**config.mk**
```make
export PLATFORM = sky130hd
export DESIGN_NAME = two_queue_priority_scheduler
export DESIGN_NICKNAME = d
export VERILOG_FILES = /design/src/hdl/tqs_pkg.sv /design/src/hdl/tqs_entry_ram.sv /design/src/hdl/two_queue_priority_scheduler.sv
export SDC_FILE = /design/constraint.sdc
export NUM_CORES = 2
export LEC_CHECK = 0
export BUFFER_PORTS_ARGS = -buffer_cell sky130_fd_sc_hd__buf_2
export CAP_MARGIN = 20
export CORE_ASPECT_RATIO = 0.8
export CORE_MARGIN = 3
export CORE_UTILIZATION = 45
export DETAILED_ROUTE_END_ITERATION = 10
export PLACE_DENSITY_LB_ADDON = 0.15
export SETUP_SLACK_MARGIN = 0.02
export SLEW_MARGIN = 20
export SYNTH_ARGS = -nofsm -noshare
export SYNTH_HDL_FRONTEND = slang
export SYNTH_HIERARCHICAL = 1
export SYNTH_SLANG_ARGS = --single-unit
export TNS_END_PERCENT = 100
```
**constraint.sdc**
```tcl
create_clock -name clk_i -period 15.2 [get_ports clk_i]
set_input_delay 3.04 -clock clk_i [delete_from_list [all_inputs] [get_ports clk_i]]
set_output_delay 3.04 -clock clk_i [all_outputs]
set_load 0.05 [all_outputs]
```
**src/hdl/tqs_pkg.sv**
```systemverilog
`timescale 1ns / 1ps
// ----------------------------------------------------------------------------
// tqs_pkg: shared types and codes of the two-queue priority scheduler
// Beat formats of both channels, the queue entry, the control states and the
// status codes.
// ----------------------------------------------------------------------------
package tqs_pkg;

  // Default number of entries in each queue ring
  localparam int QueueDepthDef = 16;

  // Width of queue sizes and of the capacity register
  localparam int CNT_W = 5;

  // Opcode codes; the upper opcode bit marks a service tick
  localparam logic [1:0] OP_REQ_HIGH = 2'd0;
  localparam logic [1:0] OP_REQ_LOW  = 2'd1;
  localparam int         OP_TICK_BIT = 1;

  typedef enum logic [2:0] {
    ST_ACCEPTED    = 3'd0,
    ST_REFUSED     = 3'd1,
    ST_IDLE_TICK   = 3'd2,
    ST_SERVED_HIGH = 3'd3,
    ST_SERVED_LOW  = 3'd4
  } status_e;

  // Scheduler control: take a beat, or wait for the head entry read
  typedef enum logic {
    FSM_IDLE,
    FSM_READ
  } fsm_e;

  typedef struct packed {
    logic [1:0]  opcode;
    logic [15:0] request_id;
    logic [15:0] time_now;
  } in_t;

  typedef struct packed {
    status_e     status;
    logic [15:0] served_id;
    logic [15:0] wait_time;
    logic [4:0]  high_count;
    logic [4:0]  low_count;
    logic [31:0] high_wait_total;
    logic [31:0] low_wait_total;
    logic [31:0] idle_total;
    logic [31:0] high_refused_total;
    logic [31:0] low_refused_total;
  } out_t;

  // One stored queue entry
  typedef struct packed {
    logic [15:0] id;
    logic [15:0] arrival;
  } entry_t;

endpackage

```
**src/hdl/tqs_entry_ram.sv**
```systemverilog
`timescale 1ns / 1ps
// ----------------------------------------------------------------------------
// tqs_entry_ram: entry storage of both queues
// One write port and one read port with registered read data. The upper
// address bit selects the queue, the lower bits the ring slot.
// ----------------------------------------------------------------------------
module tqs_entry_ram #(
  parameter int ADDR_W = 5
) (
  input  logic            clk_i,
  input  logic            wr_en_i,
  input  logic [ADDR_W-1:0] wr_addr_i,
  input  tqs_pkg::entry_t wr_data_i,
  input  logic            rd_en_i,
  input  logic [ADDR_W-1:0] rd_addr_i,
  output tqs_pkg::entry_t rd_data_o
);
  import tqs_pkg::*;

  entry_t mem_q [2**ADDR_W];
  entry_t rd_data_q;

  // Write the entry of an accepted request
  always_ff @(posedge clk_i) begin
    if (wr_en_i) begin
      mem_q[wr_addr_i] <= wr_data_i;
    end
  end

  // Read the head entry; hold the data until the next read
  always_ff @(posedge clk_i) begin
    if (rd_en_i) begin
      rd_data_q <= mem_q[rd_addr_i];
    end
  end

  assign rd_data_o = rd_data_q;

endmodule

```
**src/hdl/two_queue_priority_scheduler.sv**
```systemverilog
`timescale 1ns / 1ps
// ----------------------------------------------------------------------------
// two_queue_priority_scheduler: strict-priority scheduler over two rings
// Keeps a high and a low request ring in one entry RAM, serves the high ring
// first on each service tick and keeps saturating wait, idle and refusal
// totals.
// ----------------------------------------------------------------------------
// The block takes one beat at a time. A request or an idle tick puts its
// result into the output register in the cycle after it is taken; a tick
// that serves an entry reads the head entry into the RAM read register and
// loads its result from there. A new beat is taken once the previous result
// has been loaded and the output register is free or being drained. The
// entry RAM holds 2 x 2**IDX_W entries of id and arrival time; it is not
// cleared after reset, and only written slots are ever read in normal use.
// The capacity register may be written at any time the block is idle.
module two_queue_priority_scheduler #(
  parameter int QUEUE_DEPTH = tqs_pkg::QueueDepthDef
) (
  input  logic         clk_i,
  input  logic         rst_ni,
  input  logic         in_valid_i,
  output logic         in_stall_o,
  input  tqs_pkg::in_t in_data_i,
  output logic         out_valid_o,
  input  logic         out_stall_i,
  output tqs_pkg::out_t out_data_o,
  input  logic         cfg_valid_i,
  output logic         cfg_ready_o,
  input  logic [tqs_pkg::CNT_W-1:0] cfg_data_i
);
  import tqs_pkg::*;

  localparam int IDX_W  = (QUEUE_DEPTH > 1) ? $clog2(QUEUE_DEPTH) : 1;
  localparam int ADDR_W = IDX_W + 1;
  localparam int NXT_W  = ((IDX_W > CNT_W) ? IDX_W : CNT_W) + 1;

  fsm_e              state_q, state_d;
  logic [CNT_W-1:0]  cap_q;
  logic [CNT_W-1:0]  eff_cap;
  logic [IDX_W-1:0]  high_head_q, high_head_d, high_tail_q, high_tail_d;
  logic [IDX_W-1:0]  low_head_q, low_head_d, low_tail_q, low_tail_d;
  logic [CNT_W-1:0]  high_size_q, high_size_d, low_size_q, low_size_d;
  logic [31:0]       high_wait_q, high_wait_d, low_wait_q, low_wait_d;
  logic [31:0]       idle_q, idle_d, high_ref_q, high_ref_d, low_ref_q, low_ref_d;
  logic              pend_high_q, pend_high_d;
  logic [15:0]       pend_time_q, pend_time_d;
  logic              out_valid_q, out_valid_d;
  out_t              out_q, out_d;

  logic              can_load;
  logic              load_out;
  status_e           res_status;
  logic [15:0]       res_id;
  logic [15:0]       res_wait;

  logic              wr_en, rd_en;
  logic [ADDR_W-1:0] wr_addr, rd_addr;
  entry_t            wr_data, rd_data;

  function automatic logic [31:0] sat_add(input logic [31:0] a, input logic [15:0] b);
    logic [32:0] s;
    s = {1'b0, a} + {17'd0, b};
    return s[32] ? 32'hFFFF_FFFF : s[31:0];
  endfunction

  // Step a ring index, wrapping at the effective capacity
  function automatic logic [IDX_W-1:0] advance(input logic [IDX_W-1:0] idx,
                                               input logic [CNT_W-1:0] cap);
    logic [NXT_W-1:0] n;
    n = NXT_W'(idx) + NXT_W'(1);
    return (n >= NXT_W'(cap)) ? '0 : n[IDX_W-1:0];
  endfunction

  // Clamp the capacity register to one .. QUEUE_DEPTH
  always_comb begin
    if (cap_q == '0) begin
      eff_cap = CNT_W'(1);
    end else if (int'(cap_q) > QUEUE_DEPTH) begin
      eff_cap = CNT_W'(QUEUE_DEPTH);
    end else begin
      eff_cap = cap_q;
    end
  end

  assign cfg_ready_o = 1'b1;
  assign can_load    = !out_valid_q || !out_stall_i;

  // Next state, ring pointers, totals and result
  always_comb begin
    state_d     = state_q;
    high_head_d = high_head_q;
    high_tail_d = high_tail_q;
    high_size_d = high_size_q;
    low_head_d  = low_head_q;
    low_tail_d  = low_tail_q;
    low_size_d  = low_size_q;
    high_wait_d = high_wait_q;
    low_wait_d  = low_wait_q;
    idle_d      = idle_q;
    high_ref_d  = high_ref_q;
    low_ref_d   = low_ref_q;
    pend_high_d = pend_high_q;
    pend_time_d = pend_time_q;
    out_valid_d = out_valid_q && out_stall_i;
    out_d       = out_q;
    load_out    = 1'b0;
    res_status  = ST_ACCEPTED;
    res_id      = '0;
    res_wait    = '0;
    wr_en       = 1'b0;
    wr_addr     = {1'b0, high_tail_q};
    wr_data     = '{id: in_data_i.request_id, arrival: in_data_i.time_now};
    rd_en       = 1'b0;
    rd_addr     = {1'b0, high_head_q};
    in_stall_o  = 1'b1;

    case (state_q)
      FSM_IDLE: begin
        in_stall_o = !can_load;
        if (in_valid_i && can_load) begin
          if (in_data_i.opcode[OP_TICK_BIT]) begin
            // Tick: fetch the head of the first non-empty ring
            if (high_size_q != '0) begin
              rd_en       = 1'b1;
              rd_addr     = {1'b0, high_head_q};
              high_head_d = advance(high_head_q, eff_cap);
              high_size_d = high_size_q - CNT_W'(1);
              pend_high_d = 1'b1;
              pend_time_d = in_data_i.time_now;
              state_d     = FSM_READ;
            end else if (low_size_q != '0) begin
              rd_en       = 1'b1;
              rd_addr     = {1'b1, low_head_q};
              low_head_d  = advance(low_head_q, eff_cap);
              low_size_d  = low_size_q - CNT_W'(1);
              pend_high_d = 1'b0;
              pend_time_d = in_data_i.time_now;
              state_d     = FSM_READ;
            end else begin
              idle_d     = sat_add(idle_q, 16'd1);
              res_status = ST_IDLE_TICK;
              load_out   = 1'b1;
            end
          end else if (in_data_i.opcode == OP_REQ_HIGH) begin
            // High request: append or refuse
            load_out = 1'b1;
            if (high_size_q >= eff_cap) begin
              high_ref_d = sat_add(high_ref_q, 16'd1);
              res_status = ST_REFUSED;
            end else begin
              wr_en       = 1'b1;
              wr_addr     = {1'b0, high_tail_q};
              high_tail_d = advance(high_tail_q, eff_cap);
              high_size_d = high_size_q + CNT_W'(1);
            end
          end else begin
            // Low request: append or refuse
            load_out = 1'b1;
            if (low_size_q >= eff_cap) begin
              low_ref_d  = sat_add(low_ref_q, 16'd1);
              res_status = ST_REFUSED;
            end else begin
              wr_en      = 1'b1;
              wr_addr    = {1'b1, low_tail_q};
              low_tail_d = advance(low_tail_q, eff_cap);
              low_size_d = low_size_q + CNT_W'(1);
            end
          end
        end
      end
      FSM_READ: begin
        // Head entry is in the read register; hold it until the result fits
        if (can_load) begin
          res_id   = rd_data.id;
          res_wait = pend_time_q - rd_data.arrival;
          load_out = 1'b1;
          state_d  = FSM_IDLE;
          if (pend_high_q) begin
            high_wait_d = sat_add(high_wait_q, res_wait);
            res_status  = ST_SERVED_HIGH;
          end else begin
            low_wait_d = sat_add(low_wait_q, res_wait);
            res_status = ST_SERVED_LOW;
          end
        end
      end
      default: begin
        state_d = FSM_IDLE;
      end
    endcase

    // Load the result beat with the state after this step
    if (load_out) begin
      out_valid_d = 1'b1;
      out_d = '{status:             res_status,
                served_id:          res_id,
                wait_time:          res_wait,
                high_count:         high_size_d,
                low_count:          low_size_d,
                high_wait_total:    high_wait_d,
                low_wait_total:     low_wait_d,
                idle_total:         idle_d,
                high_refused_total: high_ref_d,
                low_refused_total:  low_ref_d};
    end
  end

  // Control and counter registers
  always_ff @(posedge clk_i or negedge rst_ni) begin
    if (!rst_ni) begin
      state_q     <= FSM_IDLE;
      high_head_q <= '0;
      high_tail_q <= '0;
      high_size_q <= '0;
      low_head_q  <= '0;
      low_tail_q  <= '0;
      low_size_q  <= '0;
      high_wait_q <= '0;
      low_wait_q  <= '0;
      idle_q      <= '0;
      high_ref_q  <= '0;
      low_ref_q   <= '0;
      out_valid_q <= 1'b0;
    end else begin
      state_q     <= state_d;
      high_head_q <= high_head_d;
      high_tail_q <= high_tail_d;
      high_size_q <= high_size_d;
      low_head_q  <= low_head_d;
      low_tail_q  <= low_tail_d;
      low_size_q  <= low_size_d;
      high_wait_q <= high_wait_d;
      low_wait_q  <= low_wait_d;
      idle_q      <= idle_d;
      high_ref_q  <= high_ref_d;
      low_ref_q   <= low_ref_d;
      out_valid_q <= out_valid_d;
    end
  end

  // Capacity register
  always_ff @(posedge clk_i or negedge rst_ni) begin
    if (!rst_ni) begin
      cap_q <= CNT_W'(16);
    end else if (cfg_valid_i) begin
      cap_q <= cfg_data_i;
    end
  end

  // Payload registers
  always_ff @(posedge clk_i) begin
    pend_high_q <= pend_high_d;
    pend_time_q <= pend_time_d;
    out_q       <= out_d;
  end

  // A write lands at the clock edge of its beat, so a later tick always
  // reads it back; the one-beat-at-a-time flow keeps the ports apart.
  tqs_entry_ram #(
    .ADDR_W(ADDR_W)
  ) u_ram (
    .clk_i     (clk_i),
    .wr_en_i   (wr_en),
    .wr_addr_i (wr_addr),
    .wr_data_i (wr_data),
    .rd_en_i   (rd_en),
    .rd_addr_i (rd_addr),
    .rd_data_o (rd_data)
  );

  assign out_valid_o = out_valid_q;
  assign out_data_o  = out_q;

endmodule

```
==> results.md <==
- The CTS tree is done.
- Including well taps, the total number of placed cells is just under 6000.
- The number of instances in the synthesized netlist is 3974.
- The final wirelength is 154800 µm.
- Global routing consumed, over all layers together, between 20% and 30% of the routing resources.
- The clock period could shrink to 6.943 ns.
- The class of the most critical hold timing path is reg2reg.
- The initial detailed-routing violation count is 3422.
- Adding up every negative setup slack in the final design gives 0 ns.
- After detailed routing, the number of vias per cell comes to 5.704.
- The post-synthesis average cell area is 15.20 µm².
- The H-tree level count is 4.
- The largest driver fanout on the critical path is 117.
- The horizontal die dimension is 415.6 µm.
- The first global-routing pass estimated 228900 µm of wire.
- 252 I/O pins were placed.
- In this run the power density over the cells is 175.1 nW/µm².
- Setup violations remaining at the end of the flow were counted as 0.
- In this run the cell area of the synthesized design comes to about 60000 µm².
- The tool flagged a number of max-cap violations equal to 0.
- The leakage power figure is approximately 25 nW.
- The maximum root-to-sink buffer count is 3.
- The count of endpoints failing hold in the final timing report was 0.
- The number of nets handed over by synthesis was 4111.
- The worst setup path is launched from an input port.
- The portion of the clock cycle consumed by the worst path in the final layout is 45.68%.
- The worst register-to-register path has a depth of 13.
- The data required time at the worst endpoint is between 15 and 20 ns.
- The predominant post-synthesis flop cell is edfxtp_1.
- The post-layout net count is 4404.
- The detailed-route wire length per cell is 25.20 µm.
- The hold-critical path depth is 2.
- Based on the critical path, the design can be clocked at up to 144.0 MHz.
- Counting flops with an async set or reset pin after synthesis yields a share of 13.12%.
- Setup repair after global routing left no endpoint under its margin.
- The type of the worst setup path is in2reg.
- The clock arrives with 0.04032 ns of skew.
- The TritonCTS buffer count is 148.
- The final weighted congestion in routability-driven placement is 0.8249.
- The critical path depth in cells is 12.
- Entering global routing, the biggest net connects 151 pins.
- The placement row count is 119.
- Counting both buffers and inverters, the worst setup path holds a total of 3.
- The synthesized flop and latch total is ~1500.
- IR analysis of the VDD net gives a maximum drop of 0.1316 mV.
- Yosys printed 6 warnings.
- The vertical die dimension is around 330 µm.
- Across all layers, the routed design uses about 35000 vias.
- The leftover overflow at the end of global routing is 0.
- The data arrival time of the critical path is 7.45 ns.
- The flow ran to the end, and the final reports show no timing, DRC or antenna violations.
- After the flow finishes, the layout carries non-filler instances totaling slightly above 6000.
- The placeable core region is 132500 µm².
- For this run, design rule violations remaining after detail routing come to 0.
- The number of global-route vias before repair came to 33852.
- Gates resized during post-CTS repair numbered 0.
- The floorplan step defined a die boundary enclosing 138700 µm².
- Of the cells placed in the final design, the portion with a size suffix greater than 1 is 14.18%.
- The remaining antenna violation count after routing is 0.
- The starting density of the core is a little under half.
- The buffer type at the clock tree root is clkbuf_16.
- The initial antenna violation count came to 8.
- The worst max-slew margin expressed relative to the limit is 29.29%.
- Clock-pin slew was measured on the worst setup and hold paths at about 0.070 ns.
- The max-slew violation total from the final report was 0.
- The nature of the critical path endpoint is a flop.
- CTS saw ~1500 sinks.
- The pre-antenna-repair detailed-routing pass consisted of 6 iterations.
- The portion of the post-synthesis area used by sequential elements is 71.52%.
- From synthesis to final layout, the design area changed by 13.30%.
- The number of unique standard cell types used by synthesis is 77.
- The count of hold buffers inserted by post-cts repair is 0.
- The number of buffers added on ports is 250.
- The largest incremental delay on the critical path is 0.92 ns.
- Among cell families on the critical path, the largest total delay comes from buffers and inverters.
- Traced cell by cell, the critical path runs through buf_2, a21oi_2, and3_1, nand2_1, mux2_8, buf_12, buf_4, mux2i_1, a22o_1, nor3_1, a31oi_1, nand3_1.
- Among all stages on the critical path, the largest delay is contributed by mux2_8.
- The post-CTS repair timing setup buffer count is 0.
- The total half-perimeter wirelength after legalization and detailed placement is 88500 µm.
- The insertion delay to the later sink of the worst-skew pair is between 0.7 and 0.8 ns.
- For the pin with the worst max-slew slack, the measured transition is 1.057 ns.
- Counting flops with a built-in enable in the synthesized netlist gives 1278.
-- flip-flops by register name (all words and copies together), names as in the netlist --
| signal | count |
|---|---|
| out_data_o | 205 |
| low_head_q | 4 |
| high_wait_q | 32 |
| high_size_q | 5 |
| cap_q | 5 |
| state_q | 1 |
| idle_q | 32 |
| high_ref_q | 32 |
| u_ram/rd_data_o | 32 |
| u_ram/mem_q | 1024 |
| pend_high_q | 1 |
| high_tail_q | 4 |
| low_tail_q | 4 |
| pend_time_q | 16 |
| low_ref_q | 32 |
| high_head_q | 4 |
| low_wait_q | 32 |
| out_valid_o | 1 |
| low_size_q | 5 |
-- per-layer routing --
| metal | up-vias | wire, µm | part of all wire (%) | GRT usage, % |
|---|---|---|---|---|
| met5 | - | 0 | 0 | 0 |
| met4 | 0 | 2674 | 1.7 | 5.145 |
| met3 | 179 | 9177 | 5.9 | 3.546 |
| met2 | 1090 | 69920 | 45 | 33.55 |
| met1 | 17896 | 73030 | 47 | 33.55 |
| li1 | 15882 | - | - | - |
-- cells in the final DEF, fill, tap and decap left out, drive strengths merged, types with 5 or more instances in the layout --
master	Yosys	routed
buf	94	310
and4	11	11
and2	50	50
nor2	130	130
or2	5	5
o21ai	75	75
nand2	313	313
o31ai	7	7
clkinvlp	0	8
and3	46	46
nand3	171	171
clkinv	0	63
inv	63	73
a21o	24	24
o211ai	8	8
nand2b	20	20
nor3	71	71
bufinv	0	9
edfxtp	1278	1278
a22o	70	70
or3	18	18
nor2b	13	13
a22oi	97	97
o21a	10	10
dfrtp	192	192
clkbuf	74	182
xnor2	64	64
o21bai	6	6
nand4	48	48
xor2	40	40
a41oi	8	8
a31oi	58	58
ha	90	90
a211oi	9	9
nor4	11	11
a21oi	191	191
mux2	32	32
nand3b	7	7
mux2i	521	521
-- logic make-up after synthesis --
| group | synth area share (%) |
|---|---|
| AO/OA/AOI/OAI | 6.387 |
| AND/OR/NAND/NOR | 7.456 |
| flip-flops | 71.52 |
| buffers and inverters | 1.928 |
| XOR/XNOR | 1.508 |
| other | 0.006207 |
| multiplexers | 9.229 |
| adder cells (fa/ha/maj) | 1.963 |
-- power by group --
group | switching [mW] | internal [mW]
sequential | 0.158 | 4.74
combinational | 2.34 | 1.21
clock | 1.53 | 2.01
-- synthesized netlist by cell type, drive strengths merged (64+ instances only) --
cell type	count	area, µm²
nand2	313	1177
a22oi	97	728.2
mux2i	521	5215
a21oi	191	959.7
o21ai	75	375.4
nand3	171	860.8
a22o	70	613.1
nor3	71	360.3
nor2	130	493.0
xnor2	64	560.5
edfxtp	1278	38380
buf	94	643.1
ha	90	1126
clkbuf	74	285.3
dfrtp	192	4805
-- tightest hold or removal path, cell delays in order, from the launching register on --
cell and delay (ns):
dfrtp_1 0.36, nand2_1 0.05, nand2_1 0.06
-- final cells by class --
class	count	area, µm²
clock buffers	181	3963
flip-flops and latches	1471	43210
fillers	11078	64070
multi-input cells	2272	16360
inverters	63	236.5
repair buffers	311	1768
diodes	2	5.005
well taps	1754	2195
clock inverters	90	716.9
-- final timing paths --
check	from	end	slack [ns]
max	out_stall_i	u_ram/rd_data_o[27]$_DFFE_PP_	8.26
min	low_wait_q[7]$_DFF_PN0_	low_wait_q[7]$_DFF_PN0_	0.51
max reg2reg	cap_q[1]$_DFFE_PN0P_	u_ram/mem_q[1][29]$_DFFE_PP_	9.38
min reg2reg	low_wait_q[7]$_DFF_PN0_	low_wait_q[7]$_DFF_PN0_	0.51
max in group asynchronous	rst_ni	low_ref_q[10]$_DFF_PN0_	10.79
min in group asynchronous	rst_ni	idle_q[28]$_DFF_PN0_	2.26
-- metrics by stage --
step                      instance area, µm²  hold slack, ns  worst slack, ns  utilization [%]  power, mW
after floorplan                        60410          0.4578            6.452                -      7.613
after global placement                 63760          0.4886            7.609            48.12      8.498
after detailed placement               63760          0.4930            7.504            48.12      8.512
after CTS                              68440          0.5084            8.310            51.65      12.07
after global routing                   68450          0.5448            8.049            51.65      12.56
final                                  68450          0.5055            8.257            51.65      11.99
No activity file was read; power rests on OpenSTA's default activity.
